**src/hdl/srm_pkg.sv**
```systemverilog
// Shared types and constants for the soft reversing motor ramp.
// Used by srm_scaler and soft_reversing_motor_ramp_top; depends on nothing.
`default_nettype none

package srm_pkg;

  localparam int SRM_DUTY_BITS = 16;   // default duty register width
  localparam int SRM_WORD_W    = 16;   // width of readings, limits and steps
  localparam int SRM_SCL_STEPS = SRM_WORD_W;
  localparam int SRM_CNT_W     = $clog2(SRM_SCL_STEPS);
  localparam int SRM_ADDR_W    = 4;
  localparam int SRM_DATA_W    = 32;

  // register indexes (byte address / 4)
  localparam logic [1:0] REG_DUTY_STEP     = 2'd0;
  localparam logic [1:0] REG_DUTY_LIMIT    = 2'd1;
  localparam logic [1:0] REG_READING_LIMIT = 2'd2;

  localparam logic [SRM_WORD_W-1:0] RST_DUTY_STEP     = 16'd1;
  localparam logic [SRM_WORD_W-1:0] RST_DUTY_LIMIT    = 16'd255;
  localparam logic [SRM_WORD_W-1:0] RST_READING_LIMIT = 16'd1023;

  typedef enum logic [1:0] {
    ST_IDLE,
    ST_CALC,
    ST_FIN
  } srm_state_e;

  typedef enum logic [1:0] {
    SC_IDLE,
    SC_MUL,
    SC_DIV
  } srm_scl_e;

  typedef struct packed {
    logic busy;
    logic done;
  } srm_scl_sts_t;

endpackage

`default_nettype wire

```
**src/hdl/soft_reversing_motor_ramp_top.sv**
```systemverilog
// Soft-start H-bridge duty ramp with direction reversal, top level.
// Uses srm_pkg and srm_scaler.
//
//  channel   dir  handshake                 payload
//  s_axis    in   tvalid / tready           tdata: button, pot reading, brake
//  m_axis    out  tvalid / tready           tdata: duty, left, right, led
//  apb       in   psel, penable, pwrite     paddr, pwdata, prdata, pready
//
// An accepted item passes through a bit-serial multiply and a restoring divide
// in srm_scaler, then through the state update that loads the output register.
// Reset clears the state to forward heading, zero duty, bridge off.
// A result stalled at m_axis does not block acceptance of the next item; the
// update of that next item waits until the output register is free.
`default_nettype none

module soft_reversing_motor_ramp_top #(
  parameter int DUTY_BITS = srm_pkg::SRM_DUTY_BITS
) (
  input  wire logic                           clk_i,
  input  wire logic                           rst_ni,
  input  wire logic                           s_axis_tvalid,
  output logic                                s_axis_tready,
  // [0] dir_button_level, [16:1] pot_reading, [17] brake_request, [23:18] zero
  input  wire logic [23:0]                    s_axis_tdata,
  output logic                                m_axis_tvalid,
  input  wire logic                           m_axis_tready,
  // [15:0] pwm_duty, [16] drive_left, [17] drive_right, [18] led_pulse, [23:19] zero
  output logic      [23:0]                    m_axis_tdata,
  input  wire logic                           psel,
  input  wire logic                           penable,
  input  wire logic                           pwrite,
  input  wire logic [srm_pkg::SRM_ADDR_W-1:0] paddr,
  input  wire logic [srm_pkg::SRM_DATA_W-1:0] pwdata,
  output logic      [srm_pkg::SRM_DATA_W-1:0] prdata,
  output logic                                pready
);
  import srm_pkg::*;

  localparam int W  = SRM_WORD_W;
  localparam int CW = ((DUTY_BITS > W) ? DUTY_BITS : W) + 1;
  localparam logic [CW-1:0] DUTY_MAX = CW'({DUTY_BITS{1'b1}});

  // configuration
  logic [W-1:0] step_q, dlim_q, rlim_q;
  logic         cfg_wr;

  assign pready = 1'b1;
  assign cfg_wr = psel & penable & pwrite & pready;

  always_ff @(posedge clk_i or negedge rst_ni) begin
    if (!rst_ni) begin
      step_q <= RST_DUTY_STEP;
      dlim_q <= RST_DUTY_LIMIT;
      rlim_q <= RST_READING_LIMIT;
    end else if (cfg_wr) begin
      unique case (paddr[3:2])
        REG_DUTY_STEP:     step_q <= pwdata[W-1:0];
        REG_DUTY_LIMIT:    dlim_q <= pwdata[W-1:0];
        REG_READING_LIMIT: rlim_q <= pwdata[W-1:0];
        default: ;
      endcase
    end
  end

  always_comb begin
    unique case (paddr[3:2])
      REG_DUTY_STEP:     prdata = SRM_DATA_W'(step_q);
      REG_DUTY_LIMIT:    prdata = SRM_DATA_W'(dlim_q);
      REG_READING_LIMIT: prdata = SRM_DATA_W'(rlim_q);
      default:           prdata = '0;
    endcase
  end

  // control sequencing
  srm_state_e   state_q, state_d;
  logic         in_acc;
  logic         scl_start;
  logic         fin_go;
  srm_scl_sts_t scl_sts;
  logic [W-1:0] scl_quot;

  assign in_acc = s_axis_tvalid & s_axis_tready;

  always_comb begin
    state_d = state_q;
    unique case (state_q)
      ST_IDLE: if (s_axis_tvalid) state_d = ST_CALC;
      ST_CALC: if (scl_sts.done)  state_d = ST_FIN;
      ST_FIN:  if (!m_axis_tvalid || m_axis_tready) state_d = ST_IDLE;
      default: state_d = ST_IDLE;
    endcase
  end

  always_comb begin
    s_axis_tready = (state_q == ST_IDLE);
    scl_start     = in_acc;
    fin_go        = (state_q == ST_FIN) && (!m_axis_tvalid || m_axis_tready);
  end

  always_ff @(posedge clk_i or negedge rst_ni) begin
    if (!rst_ni) begin
      state_q <= ST_IDLE;
    end else begin
      state_q <= state_d;
    end
  end

  srm_scaler u_scaler (
    .clk_i           (clk_i),
    .rst_ni          (rst_ni),
    .start_i         (scl_start),
    .reading_i       (s_axis_tdata[16:1]),
    .duty_limit_i    (dlim_q),
    .reading_limit_i (rlim_q),
    .sts_o           (scl_sts),
    .quot_o          (scl_quot)
  );

  // held item flags
  logic btn_level_q, brake_q;

  always_ff @(posedge clk_i) begin
    if (in_acc) begin
      btn_level_q <= s_axis_tdata[0];
      brake_q     <= s_axis_tdata[17];
    end
  end

  // motor state
  logic                 prev_pressed_q, prev_pressed_d;
  logic                 heading_q, heading_d;
  logic                 rev_done_q, rev_done_d;
  logic                 accel_q, accel_d;
  logic [DUTY_BITS-1:0] duty_q, duty_d;
  logic                 br_l_q, br_l_d;
  logic                 br_r_q, br_r_d;

  logic                 pressed, toggle, rev_mid;
  logic [W-1:0]         target;
  logic [CW-1:0]        duty_x, tgt_x, dlim_x, step_x, top_x;
  logic [CW-1:0]        up_x, dn_x, new_x;

  always_comb begin
    pressed        = ~btn_level_q;
    toggle         = pressed & ~prev_pressed_q;
    prev_pressed_d = pressed;
    heading_d      = heading_q ^ toggle;
    // a heading change holds the bridge until the duty reaches zero
    rev_mid        = rev_done_q & ~toggle;

    br_l_d = br_l_q;
    br_r_d = br_r_q;
    target = '0;
    if (rev_mid) begin
      br_r_d = heading_d;
      br_l_d = ~heading_d;
      target = scl_quot;
    end
    if (brake_q) begin
      br_l_d = 1'b1;
      br_r_d = 1'b1;
      target = '0;
    end

    duty_x = CW'(duty_q);
    tgt_x  = CW'(target);
    dlim_x = CW'(dlim_q);
    step_x = CW'(step_q);

    if (duty_x > tgt_x) begin
      accel_d = 1'b0;
    end else if (duty_x < tgt_x) begin
      accel_d = 1'b1;
    end else begin
      accel_d = accel_q;
    end

    top_x = (tgt_x < dlim_x) ? tgt_x : dlim_x;
    if (top_x > DUTY_MAX) begin
      top_x = DUTY_MAX;
    end
    up_x = duty_x + step_x;
    dn_x = (duty_x > step_x) ? (duty_x - step_x) : '0;

    new_x      = duty_x;
    rev_done_d = rev_mid;
    if (accel_d) begin
      if (duty_x < top_x) begin
        new_x = (up_x > top_x) ? top_x : up_x;
      end
    end else begin
      if (duty_x != '0) begin
        new_x = (dn_x < tgt_x) ? tgt_x : dn_x;
      end else begin
        rev_done_d = 1'b1;
      end
    end
    duty_d = new_x[DUTY_BITS-1:0];
  end

  always_ff @(posedge clk_i or negedge rst_ni) begin
    if (!rst_ni) begin
      prev_pressed_q <= 1'b0;
      heading_q      <= 1'b1;
      rev_done_q     <= 1'b1;
      accel_q        <= 1'b0;
      duty_q         <= '0;
      br_l_q         <= 1'b0;
      br_r_q         <= 1'b0;
    end else if (fin_go) begin
      prev_pressed_q <= prev_pressed_d;
      heading_q      <= heading_d;
      rev_done_q     <= rev_done_d;
      accel_q        <= accel_d;
      duty_q         <= duty_d;
      br_l_q         <= br_l_d;
      br_r_q         <= br_r_d;
    end
  end

  // output register
  logic         out_valid_q;
  logic [W-1:0] out_duty_q;
  logic         out_l_q, out_r_q, out_led_q;

  always_ff @(posedge clk_i or negedge rst_ni) begin
    if (!rst_ni) begin
      out_valid_q <= 1'b0;
    end else if (fin_go) begin
      out_valid_q <= 1'b1;
    end else if (m_axis_tready) begin
      out_valid_q <= 1'b0;
    end
  end

  always_ff @(posedge clk_i) begin
    if (fin_go) begin
      out_duty_q <= new_x[W-1:0];
      out_l_q    <= br_l_d;
      out_r_q    <= br_r_d;
      out_led_q  <= toggle;
    end
  end

  assign m_axis_tvalid = out_valid_q;
  assign m_axis_tdata  = {5'b00000, out_led_q, out_r_q, out_l_q, out_duty_q};

`ifndef SYNTHESIS
  a_start_idle: assert property (@(posedge clk_i) disable iff (!rst_ni)
    scl_start |-> !scl_sts.busy)
    else $error("scaler started while busy");

  a_done_calc: assert property (@(posedge clk_i) disable iff (!rst_ni)
    scl_sts.done |-> (state_q == ST_CALC))
    else $error("scaler finished outside of the calc state");

  a_led_toggle: assert property (@(posedge clk_i) disable iff (!rst_ni)
    (fin_go && toggle) |=> (heading_q != $past(heading_q)))
    else $error("led pulse without heading change");
`endif

endmodule

`default_nettype wire

```
**src/hdl/srm_scaler.sv**
```systemverilog
// Bit-serial scaler: min(reading, rl) * dl / rl, one bit per cycle.
// Shift-add multiply then restoring divide on one shared register pair; uses srm_pkg.
`default_nettype none

module srm_scaler (
  input  wire logic                           clk_i,
  input  wire logic                           rst_ni,
  input  wire logic                           start_i,
  input  wire logic [srm_pkg::SRM_WORD_W-1:0] reading_i,
  input  wire logic [srm_pkg::SRM_WORD_W-1:0] duty_limit_i,
  input  wire logic [srm_pkg::SRM_WORD_W-1:0] reading_limit_i,
  output srm_pkg::srm_scl_sts_t               sts_o,
  output logic      [srm_pkg::SRM_WORD_W-1:0] quot_o
);
  import srm_pkg::*;

  localparam int W = SRM_WORD_W;
  localparam logic [SRM_CNT_W-1:0] LAST_STEP = SRM_CNT_W'(SRM_SCL_STEPS - 1);

  srm_scl_e             phase_q, phase_d;
  logic [SRM_CNT_W-1:0] cnt_q, cnt_d;
  logic                 done_q, done_d;
  logic [W-1:0]         hi_q, hi_d;
  logic [W-1:0]         lo_q, lo_d;
  logic [W-1:0]         mcand_q, mcand_d;
  logic [W-1:0]         div_q, div_d;

  logic [W:0]           add_sum;
  logic [W:0]           add_sel;
  logic [W:0]           trial;
  logic [W+1:0]         diff;
  logic                 fits;

  always_comb begin
    add_sum = {1'b0, hi_q} + {1'b0, mcand_q};
    add_sel = lo_q[0] ? add_sum : {1'b0, hi_q};
    trial   = {hi_q, lo_q[W-1]};
    diff    = {1'b0, trial} - {2'b00, div_q};
    fits    = ~diff[W+1];
  end

  always_comb begin
    phase_d = phase_q;
    cnt_d   = cnt_q;
    done_d  = 1'b0;
    hi_d    = hi_q;
    lo_d    = lo_q;
    mcand_d = mcand_q;
    div_d   = div_q;
    unique case (phase_q)
      SC_IDLE: begin
        if (start_i) begin
          phase_d = SC_MUL;
          cnt_d   = '0;
          hi_d    = '0;
          lo_d    = (reading_i > reading_limit_i) ? reading_limit_i : reading_i;
          mcand_d = duty_limit_i;
          div_d   = reading_limit_i;
        end
      end
      SC_MUL: begin
        // add multiplicand on a set multiplier bit, shift the pair right
        hi_d  = add_sel[W:1];
        lo_d  = {add_sel[0], lo_q[W-1:1]};
        cnt_d = cnt_q + 1'b1;
        if (cnt_q == LAST_STEP) begin
          phase_d = SC_DIV;
        end
      end
      SC_DIV: begin
        // high half stays below the divisor, so quotient fits the low half
        hi_d  = fits ? diff[W-1:0] : trial[W-1:0];
        lo_d  = {lo_q[W-2:0], fits};
        cnt_d = cnt_q + 1'b1;
        if (cnt_q == LAST_STEP) begin
          phase_d = SC_IDLE;
          done_d  = 1'b1;
        end
      end
      default: phase_d = SC_IDLE;
    endcase
  end

  always_ff @(posedge clk_i or negedge rst_ni) begin
    if (!rst_ni) begin
      phase_q <= SC_IDLE;
      cnt_q   <= '0;
      done_q  <= 1'b0;
    end else begin
      phase_q <= phase_d;
      cnt_q   <= cnt_d;
      done_q  <= done_d;
    end
  end

  always_ff @(posedge clk_i) begin
    hi_q    <= hi_d;
    lo_q    <= lo_d;
    mcand_q <= mcand_d;
    div_q   <= div_d;
  end

  assign sts_o.busy = (phase_q != SC_IDLE);
  assign sts_o.done = done_q;
  // a zero full-scale reading gives a zero target
  assign quot_o     = (div_q == '0) ? '0 : lo_q;

endmodule

`default_nettype wire

```
**config.mk**
```make
export PLATFORM = sky130hd
export DESIGN_NAME = soft_reversing_motor_ramp_top
export DESIGN_NICKNAME = d
export VERILOG_FILES = /design/src/hdl/srm_pkg.sv /design/src/hdl/soft_reversing_motor_ramp_top.sv /design/src/hdl/srm_scaler.sv
export SDC_FILE = /design/constraint.sdc
export NUM_CORES = 1
export LEC_CHECK = 0
export BUFFER_PORTS_ARGS = -buffer_cell sky130_fd_sc_hd__buf_2
export CORE_UTILIZATION = 40
export DETAILED_ROUTE_END_ITERATION = 8
export GPL_TIMING_DRIVEN = 0
export PLACE_DENSITY_LB_ADDON = 0.2
export SETUP_SLACK_MARGIN = 0.5
export SYNTH_ARGS = -nofsm -noshare
export SYNTH_HDL_FRONTEND = slang
export SYNTH_SLANG_ARGS = --single-unit
```
**constraint.sdc**
```tcl
create_clock -name clk_i -period 12.4 [get_ports clk_i]
set_clock_uncertainty 0.05 [all_clocks]
set_input_delay 1.86 -clock clk_i [delete_from_list [all_inputs] [get_ports clk_i]]
set_output_delay 1.86 -clock clk_i [all_outputs]
set_load 0.1 [all_outputs]
```
Yosys cells after proc, flatten, opt, wreduce, memory -nomap -nowiden
Cells that the tools add are included.
{"block": "totals", "regBits": 165, "output_inout_bits": 59, "wordCells": 124}
{"block": "classes", "n_addsub": 5, "magnitude_cmp": 9, "eq_ne": 13, "mux": 41, "bitwise_logic": 11, "n_reduce_logical": 20}
{"operator": "2-to-1 mux 16 bit", "n": 14}
{"operator": "case mux 16 bit (3 select lines)", "n": 3}
{"operator": "> comparator 16 bit", "n": 3}
{"operator": "adder 16 x 16 -> 17 bit", "n": 2}
{"operator": "2-to-1 mux 17 bit", "n": 2}
{"operator": "less-than comparator 16 bit", "n": 2}
{"operator": "subtractor 17 x 16 -> 18 bit", "n": 1}
{"operator": "> comparator 17 x 16 -> 1 bit", "n": 1}
{"operator": "less-than comparator 16 x 17 -> 1 bit", "n": 1}
{"operator": "less-than comparator 17 x 16 -> 1 bit", "n": 1}
{"operator": "subtractor 16 x 16 -> 17 bit", "n": 1}
{"operator": "> comparator 16 bit, second input constant", "n": 1}
{"operator": "logical NOT 16 bit", "n": 1}
{"operator": "nonzero test 16 bit", "n": 1}
{"operator": "2-to-1 mux 1 bit", "n": 12}
{"operator": "2-to-1 mux 2 bit", "n": 6}
{"operator": "case mux 2 bit (3 select lines)", "n": 2}
{"operator": "AND reduction 2 bit", "n": 6}
{"operator": "case mux 4 bit (2 select lines)", "n": 1}
{"operator": "equality test 2 x 1 -> 1 bit, second input constant", "n": 3}
{"operator": "equality test 2 bit, second input constant", "n": 3}
{"operator": "logical NOT 2 bit", "n": 3}
{"operator": "!= test 2 x 1 -> 1 bit, second input constant", "n": 3}
{"operator": "!= test 2 bit, second input constant", "n": 3}
{"operator": "13 further kinds", "n": 23}

Logic depth before layout (Yosys ltp)
{"block": "depth", "ltp_word": 14, "mapped_depth": 28, "ltp_nobuf": 25}

By module
Synthesis repeated with hierarchy kept, for this count alone.
{"block": "hier_totals", "cells_unflattened": 1506, "hier_area_um2": 13870.8}
{"module": "soft_reversing_motor_ramp_top", "n_inst": 1, "cells_each": 971, "area_each_um2": 8572.0}
{"module": "srm_scaler", "n_inst": 1, "cells_each": 535, "area_each_um2": 5298.8}

Worst setup path after synthesis
Ideal clock, no wire load.
{"block": "synth_path", "kind": "input -> output", "startpoint": "input paddr[2] (netlist name)", "endpoint": "output prdata[10] (netlist name)", "t_arrival_ps": 4973, "required_time_ps": 10490, "setup_slack_ps": 5517, "path_stages": 4, "path_buffers": 2, "path_cell_list": "clkbuf_1 -> buf_1 -> mux2i_1 -> o21ai_0"}
{"block": "synth_between", "elab_chain_len": 2}
{"element": "start: declaration", "line": "soft_reversing_motor_ramp_top.sv:32", "source": "input wire logic [srm_pkg::SRM_ADDR_W-1:0] paddr,"}
{"element": "equality test 2 bit (tied with other cells)", "line": "soft_reversing_motor_ramp_top.sv:66", "source": "unique case (paddr[3:2])"}
{"element": "case mux 16 bit (3 select lines) (*)", "line": "soft_reversing_motor_ramp_top.sv:66"}
{"element": "end: declaration", "line": "soft_reversing_motor_ramp_top.sv:34", "source": "output logic [srm_pkg::SRM_DATA_W-1:0] prdata,"}
Every way passes the cells marked *; elsewhere a longest branch is shown, timed or not.

Worst setup path in the final report
{"block": "layout_path", "startpoint": "register u_scaler.div_q[10]", "endpoint": "register out_duty_q[10], data pin"}
{"block": "layout_between", "elab_chain_len": 12}
{"element": "start: declaration", "line": "srm_scaler.sv:26", "source": "logic [W-1:0] div_q, div_d;"}
{"element": "start signal: assignment", "line": "srm_scaler.sv:100", "source": "div_q <= div_d;"}
{"element": "logical NOT 16 bit (*)", "line": "srm_scaler.sv:106", "source": "assign quot_o = (div_q == '0) ? '0 : lo_q;"}
{"element": "2-to-1 mux 16 bit (*)", "line": "srm_scaler.sv:106"}
{"element": "2-to-1 mux 16 bit (*)", "line": "soft_reversing_motor_ramp_top.sv:154", "source": "if (rev_mid) begin"}
{"element": "2-to-1 mux 16 bit (*)", "line": "soft_reversing_motor_ramp_top.sv:159", "source": "if (brake_q) begin"}
{"element": "less-than comparator 16 bit", "line": "soft_reversing_motor_ramp_top.sv:178", "source": "top_x = (tgt_x < dlim_x) ? tgt_x : dlim_x;"}
{"element": "2-to-1 mux 16 bit", "line": "soft_reversing_motor_ramp_top.sv:178"}
{"element": "> comparator 16 bit", "line": "soft_reversing_motor_ramp_top.sv:179", "source": "if (top_x > DUTY_MAX) begin"}
{"element": "2-to-1 mux 16 bit", "line": "soft_reversing_motor_ramp_top.sv:179"}
{"element": "> comparator 17 x 16 -> 1 bit", "line": "soft_reversing_motor_ramp_top.sv:189", "source": "new_x = (up_x > top_x) ? top_x : up_x;"}
{"element": "2-to-1 mux 16 bit", "line": "soft_reversing_motor_ramp_top.sv:189"}
{"element": "2-to-1 mux 16 bit", "line": "soft_reversing_motor_ramp_top.sv:188", "source": "if (duty_x < top_x) begin"}
{"element": "2-to-1 mux 16 bit (*)", "line": "soft_reversing_motor_ramp_top.sv:187", "source": "if (accel_d) begin"}
{"element": "net new_x[10]", "line": "soft_reversing_motor_ramp_top.sv:141", "source": "logic [CW-1:0] up_x, dn_x, new_x;"}
{"element": "end signal: assignment", "line": "soft_reversing_motor_ramp_top.sv:238", "source": "out_duty_q <= new_x[W-1:0];"}
{"element": "end: declaration", "line": "soft_reversing_motor_ramp_top.sv:223", "source": "logic [W-1:0] out_duty_q;"}
The timed path passes the listed nets; every way through them passes the cells marked *.
A chain may end at the register's enable or synchronous reset.

==> run metrics <==
CTS root buf clkbuf_16; starting DRC count in detailed routing 988; area of the multi-input gates 8110 um^2; main flop type after synthesis edfxtp_1; GRT Util Overall 26.0%; hold violation count in the final report 0; CP top delay family compound AO/OA/AOI/OAI gates; top sig layer met4; Lkg Pwr 6.72 nW; die span in x 185 um; Layout fillers 3207; met1 WL 19.7 mm; Synth-to-Final Area Change 12.2%; largest stage delay on the critical path 0.51 ns; WP data arrival 7.79 ns; Sequential cell area 4580 um^2; worst setup path startpoint u_scaler.div_q[10]; antenna violations before repair 0; Ports 126; Hold WC Path Type reg -> reg; largest net degree at the start of global routing 60; setup TNS 0 ns; number of global-route vias before repair 11038; CTS Hold Bufs 0; routability cong. 0.921; count of pins over their slew limit 0; Worst slew margin 26.4%; synthesized flop and latch total 165; Post-Route WL 43.2 mm; power density over the cells 167 nW/um^2; vias per cell 5.69; post_cts resized 0; Worst EP required 12.54 ns; Period minus WS final 7.65 ns; Synth top area share 19.0%; most common cell in the netlist ha_1; Rows 66; drt drc 0; overflow left after global routing 0; CTS Sinks 165; max-cap viol count 0; Top cell by count, worst path nand2_1; Worst Path Buf+Inv 5; ant diodes 0; VDD IR-drop max 0.127 mV; die area 34400 um^2; WS Path Type reg -> reg; Final nets 1811; Post-synth top cells 158 x ha_1, 138 x nand2_1, 115 x o21ai_0, 111 x nor2_1, 107 x inv_1; DP HPWL 34.5 mm; unrepaired setup endpoints after global routing no; min-delay src br_l_q; EDFF count, synth 85; hold depth 2; postcts setup bufs 0; Core ar. 32800 um^2; Clock Tree Buf Depth 2; Worst-Skew Late Latency 0.46 ns; RR Endpoint out_duty_q[10]; Worst-Margin Slew 1.10 ns; met2 wire length 19.9 mm; area leader, netlist edfxtp_1; CP startpoint kind flop; I/O Buffers 79; synthesized cell area 13400 um^2; Cell variety after synth 81; Slowest-stage cell, CP edfxtp_1; Clock transition at path regs 0.07 ns; syn avg cell area 9.20 um^2; r2r setup slk 4.75 ns; Final setup viols 0; CTS Buf Count 17; DR vias 11599; R2R Path Start u_scaler.div_q[10]; critical path endpoint category flop; drt wl/cell 21.2 um; Final period util 61.7%; Max Freq 0.131 GHz; Area contributors post-synth edfxtp_1 19%, ha_1 15%, dfrtp_1 11%; worst slack at placement 4.95 ns; instance count on the critical path 25; length of routed met3 wiring 2.47 mm; Initial DRT Pass Iterations 5; final hold slack 0.433 ns; Critical Path End out_duty_q[10]; Final ANT Viol Nets 0; die height 185 um; PnR worst setup slack 4.75 ns; first-pass GRT wire length 65.8 mm; Power Total 0.00251 W; Async SR Flop Fraction 48.5%; Warnings, synthesis 0; TritonCTS clock tree done; worst r2r path cells 25; Crit Path Max Fanout 10; cells after synthesis 1462; Starting Density 41.0%; H-tree levels 4; sequential-to-total area share from yosys stat 34.1%; share of post-route cells with drive strength above 1 13.4%; status completed
[metrics by stage]
step           area, um^2  instances  utilization [%]
2_1_floorplan       13500       1482                -
3_3_place_gp        14500       2003             44.1
3_5_place_dp        14500       2005             44.3
4_1_cts             15100       2037             46.0
5_1_grt             15100       2037             46.0
6_report            15100       2037             46.0
[how the worst min path moves through the flow]
stage / endpoint / slack [ns]
5_1_grt: heading_q / 0.46
3_5_place_dp: br_l_q / 0.42
6_report: br_l_q / 0.43
4_1_cts: br_l_q / 0.43
3_3_place_gp: br_l_q / 0.41
2_1_floorplan: state_q[0] / 0.40
[flip-flops by register name, indices dropped and copies added, names as in the netlist, 2 cells and up]
name,count
state_q,2
u_scaler.hi_q,16
u_scaler.lo_q,16
out_duty_q,16
dlim_q,16
duty_q,16
step_q,16
u_scaler.mcand_q,16
u_scaler.cnt_q,4
u_scaler.phase_q,2
u_scaler.div_q,16
rlim_q,16
[worst register-to-register path, stage by stage (launching register included)]
cell and delay, ns:
edfxtp_1 0.51, nor4_1 0.10, and4_1 0.26, nor3_4 0.46, clkbuf_1 0.47, nand2_1 0.29, inv_1 0.19, ha_1 0.27
a21oi_1 0.14, o21ai_1 0.14, a21oi_1 0.51, nand2_1 0.37, clkbuf_1 0.35, o21ai_0 0.49, inv_1 0.13, ha_1 0.31
and3_1 0.22, nand2_1 0.08, nor3_1 0.40, o311ai_1 0.17, a2111o_1 0.41, a31oi_4 0.29, buf_4 0.25, o21ai_1 0.09
o31a_1 0.14, a221o_1 0.30
[cell usage in the layout, fill, tap and decap left out, drive strengths merged, types with 10 or more instances in the layout]
cell type	n
ha	158
nand2	138
o21ai	129
buf	120
inv	113
nor2	112
edfxtp	85
a21oi	76
mux2i	70
clkbuf	65
dfrtp	59
xnor2	37
nor2b	31
mux2	27
a221o	22
conb	22
a21o	21
dfstp	21
a22o	19
nor3	19
xor2	18
o22ai	16
nor4	16
nand4	15
nand2b	15
nand3	13
o21a	12
a31oi	11
o31ai	10
[cell type report]
type	count	share of cell area [%]
plain buffers	83	2.87
multi-input cells	1126	53.8
well taps	442	3.67
repair buffers	81	2.95
inverters	108	2.69
clock buffers	21	3.05
flip-flops and latches	165	30.4
clock inverters	11	0.614
[report_power, final]
group          internal, W  switching, W
Combinational     0.000437      0.000749
Sequential        0.000695      0.000114
Clock             0.000272      0.000245
[routing by layer]
metal | track usage [%] | vias up
met5 | 0 | -
met4 | 8.96 | 0
met3 | 3.32 | 62
met2 | 41.9 | 419
met1 | 35.7 | 5602
li1 | - | 5516
[kinds of logic (layout without fill, tap and decap cells)]
family,count (synthesis),in the layout,share of synthesized area [%]
AO/OA/AOI/OAI,388,388,19.1
buffers and inverters,191,304,6.23
adder cells (fa/ha/maj),162,162,15.3
flip-flops,165,165,34.1
other,2,22,0.0559
multiplexers,97,97,7.47
AND/OR/NAND/NOR,402,402,14.2
XOR/XNOR,55,55,3.58
(Power assumes the default switching activity.)
